### src/rtl/core/lruc_pkg.sv
// Package for the LRU key-value cache: field widths, command codes,
// the entry record passed along the cell chain and the cell control group.
// No dependencies.
package lruc_pkg;

  localparam int LRUC_ENTRIES = 16;
  localparam int KEY_W        = 32;
  localparam int VAL_W        = 31;
  localparam int CAP_W        = 5;
  localparam logic [CAP_W-1:0] CAP_RESET = 5'd16;

  // Configuration register indexes.
  localparam logic REG_CAPACITY = 1'b0;

  // Command codes carried in in_tuser.
  localparam logic CMD_GET = 1'b0;
  localparam logic CMD_PUT = 1'b1;

  typedef struct packed {
    logic             valid;
    logic [KEY_W-1:0] key;
    logic [VAL_W-1:0] value;
  } lruc_entry_t;

  typedef struct packed {
    logic cmp;   // latch the key compare
    logic take;  // load the neighbor's entry
  } lruc_cell_ctl_t;

endpackage

### src/rtl/core/lruc_cell.sv
// One cell of the recency-ordered chain: holds one entry, compares it with
// the request key and loads its more recent neighbor's entry on a shift.
// Depends on lruc_pkg.
module lruc_cell
  import lruc_pkg::*;
(
  input  logic             clk,
  input  logic             rst_n,
  input  lruc_cell_ctl_t   ctl,
  input  logic [KEY_W-1:0] req_key,
  input  lruc_entry_t      prev_entry,
  output lruc_entry_t      entry,
  output logic             match
);

  logic             valid_r;
  logic [KEY_W-1:0] key_r;
  logic [VAL_W-1:0] value_r;
  logic             match_r;

  always_ff @(posedge clk) begin
    if (!rst_n) begin
      valid_r <= 1'b0;
      match_r <= 1'b0;
    end else begin
      if (ctl.take) begin
        valid_r <= prev_entry.valid;
      end
      if (ctl.cmp) begin
        match_r <= valid_r && (key_r == req_key);
      end
    end
  end

  always_ff @(posedge clk) begin
    if (ctl.take) begin
      key_r   <= prev_entry.key;
      value_r <= prev_entry.value;
    end
  end

  assign entry = '{valid: valid_r, key: key_r, value: value_r};
  assign match = match_r;

endmodule

### src/rtl/core/lruc_select.sv
// Reduction logic over the cell chain: hit position and value from the
// registered match vector, and the key of the least recent entry.
// Depends on lruc_pkg.
module lruc_select
  import lruc_pkg::*;
#(
  parameter int ENTRIES = LRUC_ENTRIES,
  parameter int IDX_W   = $clog2(ENTRIES),
  parameter int CNT_W   = $clog2(ENTRIES + 1)
) (
  input  logic [ENTRIES-1:0] match,
  input  lruc_entry_t        entries [ENTRIES],
  input  logic [CNT_W-1:0]   used,
  output logic               hit,
  output logic [IDX_W-1:0]   hit_idx,
  output logic [VAL_W-1:0]   hit_value,
  output logic [KEY_W-1:0]   last_key
);

  logic [CNT_W-1:0] last_pos;

  assign last_pos = used - CNT_W'(1);

  // Keys are unique among valid cells, so at most one match bit is set
  // and plain OR trees give the position and the value.
  always_comb begin
    hit       = 1'b0;
    hit_idx   = '0;
    hit_value = '0;
    last_key  = '0;
    for (int i = 0; i < ENTRIES; i++) begin
      if (match[i]) begin
        hit       = 1'b1;
        hit_idx   = hit_idx | IDX_W'(i);
        hit_value = hit_value | entries[i].value;
      end
      if (CNT_W'(i) == last_pos) begin
        last_key = last_key | entries[i].key;
      end
    end
  end

endmodule

### src/rtl/core/lru_key_value_cache.sv
// Top level of the LRU key-value cache: stream ports, capacity register,
// control sequencer and the chain of entry cells.
// Depends on lruc_pkg, lruc_cell and lruc_select.
//
// The cache holds up to ENTRIES key-value pairs in a chain of cells kept in
// recency order: cell 0 holds the most recent entry and the valid cells
// always form an unbroken run from cell 0. Each input beat is a get or a put
// (in_tuser), with the key in in_tdata[31:0] and the value in in_tdata[62:32].
// Every beat yields exactly one result beat: out_tuser[0] is found,
// out_tuser[1] is evicted, out_tdata[30:0] is the value read on a get hit
// (zero otherwise) and out_tdata[62:31] the key of the entry that a put of a
// new key pushed out (zero otherwise). An item is accepted in S_IDLE, then
// in S_CMP all cells compare the key in parallel, in S_SEL the reductions
// find the hit position, the hit value and the least recent key, and in
// S_UPD the result is loaded into the output register while, when the chain
// shifts, every cell at or before the shift boundary loads its neighbor's
// entry. S_UPD waits only while the output register still holds an earlier
// result that has not been taken, and a new beat is accepted only in S_IDLE.
// The capacity register (address 0) limits how many entries may be in use
// before a new put evicts the least recent one; zero acts as one and values
// above ENTRIES act as ENTRIES. Lowering it does not drop entries at once:
// each later put of a new key replaces only the single least recent entry.
// The user must write capacity only while the cache is idle; the block does
// not enforce this. All cells are empty after reset; no clearing pass is needed.
module lru_key_value_cache
  import lruc_pkg::*;
#(
  parameter int ENTRIES = LRUC_ENTRIES
) (
  input  logic        clk,
  input  logic        rst_n,
  // Request stream.
  input  logic        in_tvalid,
  output logic        in_tready,
  input  logic [63:0] in_tdata,   // [31:0] key, [62:32] value, [63] zero
  input  logic        in_tuser,   // [0] cmd
  // Result stream.
  output logic        out_tvalid,
  input  logic        out_tready,
  output logic [63:0] out_tdata,  // [30:0] read_value, [62:31] evicted_key, [63] zero
  output logic [1:0]  out_tuser,  // [0] found, [1] evicted
  // Configuration port.
  input  logic        cfg_psel,
  input  logic        cfg_penable,
  input  logic        cfg_pwrite,
  input  logic [2:0]  cfg_paddr,
  input  logic [31:0] cfg_pwdata,
  output logic [31:0] cfg_prdata,
  output logic        cfg_pready
);

  localparam int IDX_W = $clog2(ENTRIES);
  localparam int CNT_W = $clog2(ENTRIES + 1);
  localparam int CMP_W = (CNT_W > CAP_W) ? CNT_W : CAP_W;

  typedef enum logic [3:0] {
    S_IDLE = 4'b0001,
    S_CMP  = 4'b0010,
    S_SEL  = 4'b0100,
    S_UPD  = 4'b1000
  } state_t;

  state_t             state_r, state_nxt;
  logic [CAP_W-1:0]   cap_r;
  logic [CNT_W-1:0]   used_r, used_nxt;

  // Request held for the duration of one item.
  logic               req_cmd_r;
  logic [KEY_W-1:0]   req_key_r;
  logic [VAL_W-1:0]   req_val_r;

  // Decisions taken in the select cycle.
  logic               found_r;
  logic               evict_r;
  logic               shift_r;
  logic               grow_r;
  logic [IDX_W-1:0]   bound_r;
  logic [VAL_W-1:0]   front_val_r;
  logic [VAL_W-1:0]   read_val_r;
  logic [KEY_W-1:0]   evict_key_r;

  // Output register.
  logic               out_valid_r;
  logic [63:0]        out_tdata_r;
  logic [1:0]         out_tuser_r;

  logic               in_fire;
  logic               upd_go;
  logic               cfg_wr;

  logic [ENTRIES-1:0] match;
  lruc_entry_t        entries [ENTRIES];
  lruc_entry_t        front_entry;
  lruc_cell_ctl_t     cell_ctl [ENTRIES];

  logic               sel_hit;
  logic [IDX_W-1:0]   sel_hit_idx;
  logic [VAL_W-1:0]   sel_hit_value;
  logic [KEY_W-1:0]   sel_last_key;

  logic [CMP_W-1:0]   cap_eff;
  logic               full;
  logic               is_put;

  // ---------------------------------------------------------------------
  // Configuration port. Only the capacity register exists; writes to any
  // other word are ignored and read back as zero.
  // ---------------------------------------------------------------------
  assign cfg_pready = 1'b1;
  assign cfg_wr     = cfg_psel && cfg_penable && cfg_pwrite && cfg_pready;

  always_ff @(posedge clk) begin
    if (!rst_n) begin
      cap_r <= CAP_RESET;
    end else if (cfg_wr && (cfg_paddr[2] == REG_CAPACITY)) begin
      cap_r <= cfg_pwdata[CAP_W-1:0];
    end
  end

  always_comb begin
    cfg_prdata = '0;
    if (cfg_paddr[2] == REG_CAPACITY) begin
      cfg_prdata = {{(32 - CAP_W){1'b0}}, cap_r};
    end
  end

  // Effective capacity: zero acts as one, anything above ENTRIES as ENTRIES.
  always_comb begin
    if (cap_r == '0) begin
      cap_eff = CMP_W'(1);
    end else if (CMP_W'(cap_r) > CMP_W'(ENTRIES)) begin
      cap_eff = CMP_W'(ENTRIES);
    end else begin
      cap_eff = CMP_W'(cap_r);
    end
  end

  assign full   = CMP_W'(used_r) >= cap_eff;
  assign is_put = (req_cmd_r == CMD_PUT);

  // ---------------------------------------------------------------------
  // Sequencer.
  // ---------------------------------------------------------------------
  assign in_tready = (state_r == S_IDLE);
  assign in_fire   = in_tvalid && in_tready;
  assign upd_go    = (state_r == S_UPD) && (!out_valid_r || out_tready);

  always_comb begin
    state_nxt = state_r;
    case (state_r)
      S_IDLE:  if (in_fire) state_nxt = S_CMP;
      S_CMP:   state_nxt = S_SEL;
      S_SEL:   state_nxt = S_UPD;
      S_UPD:   if (upd_go) state_nxt = S_IDLE;
      default: state_nxt = S_IDLE;
    endcase
  end

  always_ff @(posedge clk) begin
    if (!rst_n) begin
      state_r <= S_IDLE;
    end else begin
      state_r <= state_nxt;
    end
  end

  always_ff @(posedge clk) begin
    if (in_fire) begin
      req_cmd_r <= in_tuser;
      req_key_r <= in_tdata[KEY_W-1:0];
      req_val_r <= in_tdata[KEY_W +: VAL_W];
    end
  end

  // ---------------------------------------------------------------------
  // Select cycle: settle hit, eviction and how far the chain shifts.
  // A hit at position h moves that entry to the front and shifts cells
  // 1..h. A put of a new key shifts every valid cell and fills the next empty
  // one, or, when the cache is full, overwrites the least recent cell.
  // ---------------------------------------------------------------------
  always_ff @(posedge clk) begin
    if (state_r == S_SEL) begin
      found_r     <= sel_hit;
      evict_r     <= !sel_hit && is_put && full;
      shift_r     <= sel_hit || is_put;
      grow_r      <= !sel_hit && is_put && !full;
      read_val_r  <= (sel_hit && !is_put) ? sel_hit_value : '0;
      front_val_r <= is_put ? req_val_r : sel_hit_value;
      evict_key_r <= (!sel_hit && is_put && full) ? sel_last_key : '0;
      if (sel_hit) begin
        bound_r <= sel_hit_idx;
      end else if (full) begin
        bound_r <= IDX_W'(used_r - CNT_W'(1));
      end else begin
        bound_r <= IDX_W'(used_r);
      end
    end
  end

  always_comb begin
    used_nxt = used_r;
    if (upd_go && grow_r) begin
      used_nxt = used_r + CNT_W'(1);
    end
  end

  always_ff @(posedge clk) begin
    if (!rst_n) begin
      used_r <= '0;
    end else begin
      used_r <= used_nxt;
    end
  end

  // ---------------------------------------------------------------------
  // Output register: loaded in the update cycle, which waits for it.
  // ---------------------------------------------------------------------
  always_ff @(posedge clk) begin
    if (!rst_n) begin
      out_valid_r <= 1'b0;
    end else if (upd_go) begin
      out_valid_r <= 1'b1;
    end else if (out_tready) begin
      out_valid_r <= 1'b0;
    end
  end

  always_ff @(posedge clk) begin
    if (upd_go) begin
      out_tdata_r <= {1'b0, evict_key_r, read_val_r};
      out_tuser_r <= {evict_r, found_r};
    end
  end

  assign out_tvalid = out_valid_r;
  assign out_tdata  = out_tdata_r;
  assign out_tuser  = out_tuser_r;

  // ---------------------------------------------------------------------
  // Cell chain.
  // ---------------------------------------------------------------------
  assign front_entry = '{valid: 1'b1, key: req_key_r, value: front_val_r};

  for (genvar i = 0; i < ENTRIES; i++) begin : g_cell
    assign cell_ctl[i].cmp  = (state_r == S_CMP);
    assign cell_ctl[i].take = upd_go && shift_r && (IDX_W'(i) <= bound_r);

    lruc_cell u_cell (
      .clk        (clk),
      .rst_n      (rst_n),
      .ctl        (cell_ctl[i]),
      .req_key    (req_key_r),
      .prev_entry ((i == 0) ? front_entry : entries[(i == 0) ? 0 : i - 1]),
      .entry      (entries[i]),
      .match      (match[i])
    );
  end

  lruc_select #(
    .ENTRIES (ENTRIES),
    .IDX_W   (IDX_W),
    .CNT_W   (CNT_W)
  ) u_select (
    .match     (match),
    .entries   (entries),
    .used      (used_r),
    .hit       (sel_hit),
    .hit_idx   (sel_hit_idx),
    .hit_value (sel_hit_value),
    .last_key  (sel_last_key)
  );

  // ---------------------------------------------------------------------
  // Assertions.
  // ---------------------------------------------------------------------
  a_used_bound: assert property (@(posedge clk) disable iff (!rst_n)
    used_r <= CNT_W'(ENTRIES))
    else $error("entry count exceeds the number of cells");

  a_match_unique: assert property (@(posedge clk) disable iff (!rst_n)
    (state_r == S_SEL) |-> $onehot0(match))
    else $error("request key matched more than one cell");

  a_evict_full: assert property (@(posedge clk) disable iff (!rst_n)
    (upd_go && evict_r) |-> (used_r != '0) && !found_r)
    else $error("eviction without a stored entry or on a hit");

  a_result_once: assert property (@(posedge clk) disable iff (!rst_n)
    upd_go |=> out_tvalid && (state_r == S_IDLE))
    else $error("update cycle did not deliver a result");

  a_grow_step: assert property (@(posedge clk) disable iff (!rst_n)
    (upd_go && grow_r) |=> used_r == $past(used_r) + CNT_W'(1))
    else $error("entry count did not follow an insert");

endmodule
### config.mk
export PLATFORM = sky130hd
export DESIGN_NAME = lru_key_value_cache
export DESIGN_NICKNAME = d
export VERILOG_FILES = /design/src/rtl/core/lruc_pkg.sv /design/src/rtl/core/lruc_cell.sv /design/src/rtl/core/lruc_select.sv /design/src/rtl/core/lru_key_value_cache.sv
export SDC_FILE = /design/constraint.sdc
export NUM_CORES = 2
export LEC_CHECK = 0
export BUFFER_PORTS_ARGS = -buffer_cell sky130_fd_sc_hd__buf_2
export CAP_MARGIN = 20
export CORE_ASPECT_RATIO = 1.75
export CORE_MARGIN = 1
export CORE_UTILIZATION = 55
export CTS_CLUSTER_DIAMETER = 150
export CTS_CLUSTER_SIZE = 10
export DETAILED_ROUTE_END_ITERATION = 10
export HOLD_SLACK_MARGIN = 0.08
export PLACE_DENSITY = 0.72
export REMOVE_ABC_BUFFERS = 1
export SLEW_MARGIN = 15
export SYNTH_ARGS = -nofsm -noshare
export SYNTH_HDL_FRONTEND = slang
export SYNTH_SLANG_ARGS = --single-unit
### constraint.sdc
create_clock -name clk -period 33.1 [get_ports clk]
set_clock_uncertainty 0.1 [all_clocks]
set_input_delay 3.31 -clock clk [delete_from_list [all_inputs] [get_ports clk]]
set_output_delay 3.31 -clock clk [all_outputs]
set_load 0.05 [all_outputs]
==> run metrics <==
1st-iter DRT viols=4804; Routed WL per cell=37.8 um; worst r2r path cells=10; async set or reset register ratio after synthesis=0%; layer with the highest usage=met2; DIE HEIGHT=412 um; Seq cells post-synth=1286; DP HPWL=122000 um; worst-path cell with the longest stage delay=and3_4; period utilization=23.6%; die span in x=236 um; TritonCTS Buffers=146; worst rel slew slack=11.1%; clock transition at the registers of the reported paths=60 ps; crit path DAT=8380 ps; antenna violations before repair=16; Power Dens Cells=roughly 57 nW/um^2; Final #Nets=3705; final hold slack=around 310 ps; FMAX=128 MHz; Hold Vio Cnt, Final=0; IO buf count=148; clock root buffer=clkbuf_16; vias per cell=slightly below 7; synthesis-to-finish area growth=12.4%; vias in the first global route=32.6k; flop2flop setup slack=27000 ps; Hold Startpoint=read_val_r[23]; WHS Endpoint=out_tdata[23]; Clk Latency, worst-skew pair=780 ps; met3 GRT Util=9.85%; Tmin final=around 7800 ps; slowest stage delay, CP=720 ps; clock buffer depth=3; crit-path max FO=39; core region area=95300 um^2; final WL=approximately 180000 um; met1 usage=41.7%; dpl ws=roughly 24000 ps; DRC Markers=0; status=finished, final reports clean; Slew @ Worst Pin=approximately 1300 ps; antenna-violating nets left=0; final instance area=59400 um^2; Hold Path Class=flip-flop to flip-flop; FP Rows=150; initial core utilization=55.5%; global-route wire length before repair=approximately 250000 um; Post-Synthesis Cells=3404; crit start category=primary input; Hold Buf Count CTS=0; CP endpoint kind=flip-flop; routability cong.=~1.1; number of flops mapped to enable cells by yosys=1239; grt ovf=0; CTS tree=built; setup repair after global routing missed its margin=no; pin count of the biggest net entering global routing=66; gr usage total=a little under two fifths; Synth Flop Type=edfxtp_1; Cell Area, Synth=52900 um^2; worst vdd ir=slightly below 0.00006 V; crit path cell chain=buf_2 -> nor2b_1 -> nor2_4 -> nand2_2 -> clkinv_2 -> and3_4 -> buf_4 -> and2b_4 -> buf_4 -> mux2i_1 -> nor2b_1; PnR worst setup slack=25280 ps; area of placed instances=55100 um^2; I/O pin total=208; final core utilization=62.3%; Hold Crit Depth=0; drt pass-1 iters=9; register area share after synthesis=72.1%; share of cells above drive strength 1=13.6%; postcts setup bufs=0; DIE AREA=97500 um^2; final setup violation count=0; Lkg Pwr=19.2 nW; Synth warnings=0; met2 global-route usage=60.9%; post-synth cell types=81; WP data required=33660 ps; Final Max Slew Viols=0; Via Count=between 30k and 40k; Max Cap Viol=0; setup TNS=0 ps; clk sinks=1286; Worst Setup Path Type=primary input to flip-flop; H-tree levels=4; syn_area_per_cell=15.5 um^2; worst r2r src=state_r[0]; Reg-to-Reg End=g_cell[13].u_cell.valid_r; Gates resized, CTS repair=0
metal layers:
layer | vias to the layer above | share of wire, %
li1 | 13600 | -
met1 | 16800 | 31
met2 | 2685 | 48
met3 | 665 | 10
met4 | 20 | 11
met5 | - | 0.071
cell usage after synthesis, types with 6 or more instances:
library cell	number	area [um^2]
a2111oi_0	12	105
a211oi_1	9	67.6
a21boi_0	12	90.1
a21boi_1	7	52.6
a21o_1	6	45.0
a21oi_1	41	205
a221o_1	6	60.1
a221oi_1	77	674
a222oi_1	51	510
a22o_1	98	858
a22oi_1	173	1300
a31oi_1	24	150
a41oi_1	10	87.6
and2_1	8	50.1
and3_1	11	68.8
buf_1	28	105
buf_2	25	125
buf_4	33	248
clkbuf_1	162	608
dfxtp_1	47	941
edfxtp_1	1239	37200
ha_1	11	138
inv_1	45	169
mux2i_1	53	531
nand2_1	75	282
nand3_1	153	766
nand4_1	78	488
nor2_1	107	402
nor2b_1	25	156
nor3_1	18	90.1
nor4_1	107	669
o211ai_1	8	60.1
o21ai_0	12	60.1
o22a_1	8	70.1
o22ai_1	6	37.5
o31a_1	7	61.3
xnor2_1	188	1650
xor2_1	328	2870
worst max path at each step:
stage                          start                   endpoint  slack, ps  cells past startpoint
after floorplan           state_r[2]                 state_r[3]      20520                      2
after global placement    out_tready  g_cell[13].u_cell.valid_r      24570                     11
after detailed placement  out_tready  g_cell[13].u_cell.valid_r      24470                     11
after CTS                 out_tready  g_cell[13].u_cell.valid_r      25280                     11
after global routing      out_tready  g_cell[13].u_cell.valid_r      25140                     11
final                     out_tready  g_cell[13].u_cell.valid_r      25280                     11
area by class of cell:
class	count	area, um^2
flip-flops and latches	1286	38200
fillers	7059	35900
multi-input cells	1846	13800
clock buffers	192	3870
repair buffers	259	1590
well taps	1216	1520
clock inverters	14	275
inverters	48	183
diodes	7	17.5
kinds of logic (layout without fill, tap and decap cells):
kind of cell    count (synthesis)  in the layout  share of synthesized area, %
simple gates                  621            621                          6.17
fa+ha+maj                      11             11                         0.260
flops                        1286           1286                          72.1
other cells                     2             36                        0.0142
buf+inv                       299            513                          2.46
compound gates                615            615                          9.39
mux                            53             53                          1.00
xor+xnor                      517            517                          8.58
registers in the layout, summed over array words and instances (netlist names):
name	count
out_tvalid	1
evict_r	1
shift_r	1
req_val_r	31
g_cell.u_cell.key_r	512
cap_r	5
req_key_r	32
used_r	5
grow_r	1
out_tdata	63
g_cell.u_cell.match	16
g_cell.u_cell.valid_r	16
out_tuser	2
is_put	1
bound_r	4
state_r	4
read_val_r	31
g_cell.u_cell.value_r	496
front_val_r	31
found_r	1
evict_key_r	32
power by group:
| group | total, mW | switching [mW] | internal (mW) | leakage (nW) |
|---|---|---|---|---|
| Clock | 1.47 | 0.648 | 0.824 | 1.99 |
| Combinational | 0.127 | 0.0933 | 0.0341 | 5.60 |
| Sequential | 1.78 | 0.0141 | 1.77 | 11.6 |
cell usage in the layout (no fill, tap or decap), types with 10 or more instances in the layout:
cell | netlist | final
a221oi_1 | 77 | 77
buf_4 | 33 | 104
o21ai_0 | 12 | 12
nand2_1 | 75 | 75
a41oi_1 | 10 | 10
nand4_1 | 78 | 78
clkbuf_16 | 0 | 148
inv_1 | 45 | 44
xnor2_1 | 188 | 182
conb_1 | 2 | 29
buf_2 | 25 | 149
nor4_1 | 107 | 106
mux2i_1 | 53 | 53
a22oi_1 | 173 | 173
a21oi_1 | 41 | 35
dfxtp_2 | 0 | 16
nor2b_1 | 25 | 25
nor3_1 | 18 | 13
nor2_1 | 107 | 100
dfxtp_1 | 47 | 31
a21boi_0 | 12 | 12
nand3_1 | 153 | 153
nor2_4 | 0 | 10
edfxtp_1 | 1239 | 1239
a22o_1 | 98 | 98
clkbuf_1 | 162 | 44
xor2_1 | 328 | 326
and3_1 | 11 | 10
a222oi_1 | 51 | 51
a31oi_1 | 24 | 24
a2111oi_0 | 12 | 12
through the flow:
step                total power, mW  std cells
detailed placement             1.93       4644
global route                   3.45       4862
CTS                            3.38       4850
finish                         3.38       4868
global placement               1.93       4644
floorplan                      1.87       3180
critical path, delay by kind of cell:
family	cells	cell delay [ps]
buffers and inverters	4	2070
and+or+nand+nor	6	2620
muxes	1	260
(Power assumes the default switching activity.)
